[config.mk]
export PLATFORM = sky130hd
export DESIGN_NAME = cr3_queue
export DESIGN_NICKNAME = d
export VERILOG_FILES = /design/src/design/cr3_pkg.sv /design/src/design/cr3_queue.sv
export SDC_FILE = /design/constraint.sdc
export NUM_CORES = 1
export LEC_CHECK = 0
export CORE_MARGIN = 1
export CORE_UTILIZATION = 30
export DETAILED_ROUTE_END_ITERATION = 12
export DONT_BUFFER_PORTS = 1
export PLACE_DENSITY = 0.45
export SKIP_CTS_REPAIR_TIMING = 1
export SLEW_MARGIN = 20
export SYNTH_ARGS = -nofsm -noshare
export SYNTH_HDL_FRONTEND = slang
export SYNTH_SLANG_ARGS = --single-unit
[constraint.sdc]
create_clock -name clk -period 3.66 [get_ports clk]
set_clock_uncertainty 0.05 [all_clocks]
set_input_delay 0.549 -clock clk [delete_from_list [all_inputs] [get_ports clk]]
set_output_delay 0.549 -clock clk [all_outputs]
set_load 0.005 [all_outputs]
[src/design/cr3_pkg.sv]
package cr3_pkg;

    localparam int DEF_COEFF_WIDTH = 32;
    localparam int DEF_FRAC_BITS   = 16;
    localparam int IN_W            = 32;
    localparam int Q_BITS          = 32;
    localparam int QUEUE_DEPTH     = 4;

    localparam logic [Q_BITS-1:0] SAT_MAX = {1'b0, {(Q_BITS-1){1'b1}}};
    localparam logic [Q_BITS-1:0] SAT_MIN = {1'b1, {(Q_BITS-1){1'b0}}};

    typedef enum logic [1:0] {
        KIND_UNIQUE   = 2'd0,
        KIND_INFINITE = 2'd1,
        KIND_NONE     = 2'd2
    } kind_t;

    // classification that travels with the determinant magnitudes
    typedef struct packed {
        kind_t      kind;
        logic [2:0] neg;
    } cls_t;

endpackage

[src/design/cr3_queue.sv]
module cr3_queue #(
    parameter int WIDTH = 8,
    parameter int DEPTH = cr3_pkg::QUEUE_DEPTH
) (
    input  logic             clk,
    input  logic             rst_n,
    input  logic             push_valid,
    output logic             push_ready,
    input  logic [WIDTH-1:0] push_data,
    output logic             pop_valid,
    input  logic             pop_ready,
    output logic [WIDTH-1:0] pop_data
);

    localparam int AW = $clog2(DEPTH);

    logic [WIDTH-1:0] mem [0:DEPTH-1];
    logic [AW-1:0]    wr_reg;
    logic [AW-1:0]    rd_reg;
    logic [AW:0]      cnt_reg;
    logic             push;
    logic             pop;

    assign push_ready = cnt_reg != (AW+1)'(DEPTH);
    assign pop_valid  = cnt_reg != '0;
    assign push       = push_valid && push_ready;
    assign pop        = pop_valid && pop_ready;
    assign pop_data   = mem[rd_reg];

    always_ff @(posedge clk or negedge rst_n)
    begin
        if (!rst_n)
        begin
            wr_reg  <= '0;
            rd_reg  <= '0;
            cnt_reg <= '0;
        end
        else
        begin
            if (push)
            begin
                wr_reg <= wr_reg + 1'b1;
            end
            if (pop)
            begin
                rd_reg <= rd_reg + 1'b1;
            end
            unique case ({push, pop})
                2'b10:   cnt_reg <= cnt_reg + 1'b1;
                2'b01:   cnt_reg <= cnt_reg - 1'b1;
                default: cnt_reg <= cnt_reg;
            endcase
        end
    end

    always_ff @(posedge clk)
    begin
        if (push)
        begin
            mem[wr_reg] <= push_data;
        end
    end

    a_cnt_bound: assert property (@(posedge clk) disable iff (!rst_n)
        cnt_reg <= (AW+1)'(DEPTH))
        else $error("queue count above depth");

endmodule

==> flow_summary.json <==
{
  "synth-seq-cells": 39,
  "seq_area_frac_synth_pct": 71.9,
  "power_frac_comb_pct": 25.3,
  "clkSlewWorstSetupHoldPaths_ns": 0.07,
  "setup_violations": 0,
  "clkPwrFrac_pct": 24.5,
  "worstPathCellList": "mux4_2",
  "initial_antenna_violation_count": 0,
  "finalNetCount": 103,
  "cp_num_buf_inv": 0,
  "die_h_microns": 74.6,
  "power.net_switching_uw": 397,
  "port_buffers": 0,
  "remaining_drc_errors": 0,
  "max-vdd-ir-drop_mv": 0.339,
  "grt_setup_unrepaired": "no",
  "synth_largest_type_area_fraction_pct": 60.8,
  "critical_path_peak_fanout": 10,
  "finalHoldViolations": 0,
  "final_max_slew_viol_count": 0,
  "synthesis.instances": 79,
  "tritoncts.num_buffers": 5,
  "grt_first_pass_wirelength_microns": 4050,
  "final_layout_size_suffix_gt1_share_pct": 26.7,
  "fp.dieW_microns": 74.6,
  "setup_tns_after_final_layout_ns": 0,
  "post_drt_via_cell_ratio": 4.38,
  "clock_tree.buffer_depth": 2,
  "overflow": 0,
  "io-pin-count": 22,
  "cp_slowest_stage_delay_ns": 0.75,
  "cp.arrival_ns": 1.66,
  "core_area_sq_um": 5070,
  "critical_path.startpoint_type": "register",
  "seq_area_sq_um": 1140,
  "largest_register_ff_count": 32,
  "fillCellCount": 506,
  "min_period_over_period_pct": 61.7,
  "ys_warn_count": 0,
  "cellPowerDensity_nw_per_um2": 782,
  "htree_levels": 2,
  "antenna_left": 0,
  "synthDistinctLibCells": 19,
  "gr-usage-all-layers_pct": 11.0,
  "detail_route.wl_per_cell_microns": 16.1,
  "ctsRootBufferMaster": "sky130_fd_sc_hd__clkbuf_8",
  "synthTopCellsByArea": "sky130_fd_sc_hd__edfxtp_1 61%, sky130_fd_sc_hd__mux4_2 11%, sky130_fd_sc_hd__dfrtp_1 11%, sky130_fd_sc_hd__ha_1 4.0%, sky130_fd_sc_hd__and3_2 1.9%",
  "timing.max_slew.rel_slack_pct": 57.5,
  "end_kind": "output port",
  "num_rows": 26,
  "worstSetupPathType": "register to output port",
  "post_synth_instance_area_sq_um": 1580,
  "number_of_detailed_route_iterations_in_the_first_pass": 2,
  "initialDrtViolationCount": 16,
  "insertedDiodeCount": 0,
  "multiInputGateArea_sq_um": 413,
  "worst-slew-pin-transition_ns": 0.638,
  "timing.fmax_ghz": 0.443,
  "slowest_stage_cell_crit_path": "sky130_fd_sc_hd__dfrtp_1",
  "leakage_uw": 0.000631,
  "via_count": 683,
  "cts_tree": "done",
  "power_switching_share_pct": 28.6,
  "final_common_cell": "sky130_fd_sc_hd__edfxtp_1",
  "hpwlAfterDp_microns": 1730,
  "seq_power_share_pct": 50.3,
  "worstPathRequired_ns": 3.06,
  "totalWireLength_microns": 2510,
  "source_to_sink_clock_delay_at_the_later_pin_of_the_worst_skew_pair_ns": 0.28,
  "drv.max_cap_violation_count": 0,
  "first_global_vias": 758,
  "finalWeightedCongestion": 0.676,
  "worst_path_top_cell_family_by_delay": "flip-flops",
  "yosysTopAreaCell": "sky130_fd_sc_hd__edfxtp_1",
  "clock_sinks": 39,
  "pin_count_of_the_biggest_net_entering_global_routing": 13,
  "commonest_cells_after_routing_fill_and_taps_aside": "32 x sky130_fd_sc_hd__edfxtp_1, 8 x sky130_fd_sc_hd__mux4_2, 7 x sky130_fd_sc_hd__dfrtp_1",
  "syn_to_final_growth_pct": 12.4,
  "hold_class": "primary input to register",
  "timing.hold.ws_ns": 0.308,
  "power.internal_uw": 993,
  "synth_fp_nets": 97,
  "post_syn_area_per_cell_sq_um": 20.0,
  "finalCriticalPeriod_ns": 2.26,
  "outcome": "finished clean",
  "design.die.area_sq_um": 5560,
  "initial_utilization_pct": 31.1
}
==> synthesized netlist by cell type <==
library cell	count
sky130_fd_sc_hd__and2_1	1
sky130_fd_sc_hd__and2_4	1
sky130_fd_sc_hd__and3_2	4
sky130_fd_sc_hd__buf_1	1
sky130_fd_sc_hd__buf_2	1
sky130_fd_sc_hd__dfrtp_1	7
sky130_fd_sc_hd__edfxtp_1	32
sky130_fd_sc_hd__fa_1	1
sky130_fd_sc_hd__ha_1	5
sky130_fd_sc_hd__inv_1	6
sky130_fd_sc_hd__mux2_4	1
sky130_fd_sc_hd__mux2i_1	1
sky130_fd_sc_hd__mux4_2	8
sky130_fd_sc_hd__nand3_1	1
sky130_fd_sc_hd__nor2_1	1
sky130_fd_sc_hd__or3_2	1
sky130_fd_sc_hd__or3b_4	1
sky130_fd_sc_hd__xnor2_1	3
sky130_fd_sc_hd__xor2_1	3
==> cells by family (layout without fill, tap and decap cells) <==
family	count (synthesis)	in the layout	share of synthesized area, %
multiplexers	10	10	13.0
buffers and inverters	8	15	1.98
AND/OR/NAND/NOR	10	10	4.59
adder cells (fa/ha/maj)	6	6	5.23
XOR/XNOR	6	6	3.33
flip-flops	39	39	71.9
==> per-stage QoR <==
stage	total power (uW)	std cells	util [%]	area [sq um]	setup slack (ns)
6_report	1390	156	35.0	1780	1.40
5_1_grt	1490	156	35.0	1780	1.29
4_1_cts	1420	155	34.8	1770	1.35
3_5_place_dp	1070	147	32.7	1660	1.42
3_3_place_gp	1070	147	32.7	1660	1.47
2_1_floorplan	978	79	-	1580	1.56
==> per-layer routing <==
layer,GRT usage [%],part of all wire (%),vias up
met5,0,0,-
met4,3.77,0.72,0
met3,6.78,7.9,2
met2,16.5,47,20
met1,12.9,44,351
li1,-,-,310
==> power groups by stage <==
| stage | logic (uW) | registers (uW) | clock network, uW |
|---|---|---|---|
| floorplan | 338 | 640 | 0 |
| global placement | 358 | 709 | 0 |
| detailed placement | 362 | 712 | 0 |
| CTS | 362 | 704 | 351 |
| global route | 399 | 717 | 370 |
| finish | 351 | 698 | 340 |
==> worst paths after layout <==
path	from	to	slack [ns]	depth (start not counted)
worst min-delay path	push_data[6]	mem[3][6]	0.31	0
min in group asynchronous	rst_n	cnt_reg[0]	0.55	1
worst min register to register	cnt_reg[2]	cnt_reg[2]	0.46	1
max in group asynchronous	rst_n	wr_reg[1]	2.76	1
worst max register to register	cnt_reg[0]	cnt_reg[2]	1.42	9
worst max-delay path	rd_reg[0]	pop_data[7]	1.40	1
==> final cells by class <==
class | count | area share, %
inverters | 6 | 1.27
well taps | 70 | 4.93
clock inverters | 3 | 2.18
repair buffers | 1 | 0.563
clock buffers | 5 | 3.87
multi-input cells | 32 | 23.2
flip-flops and latches | 39 | 63.9
No activity file was read; power rests on OpenSTA's default activity.
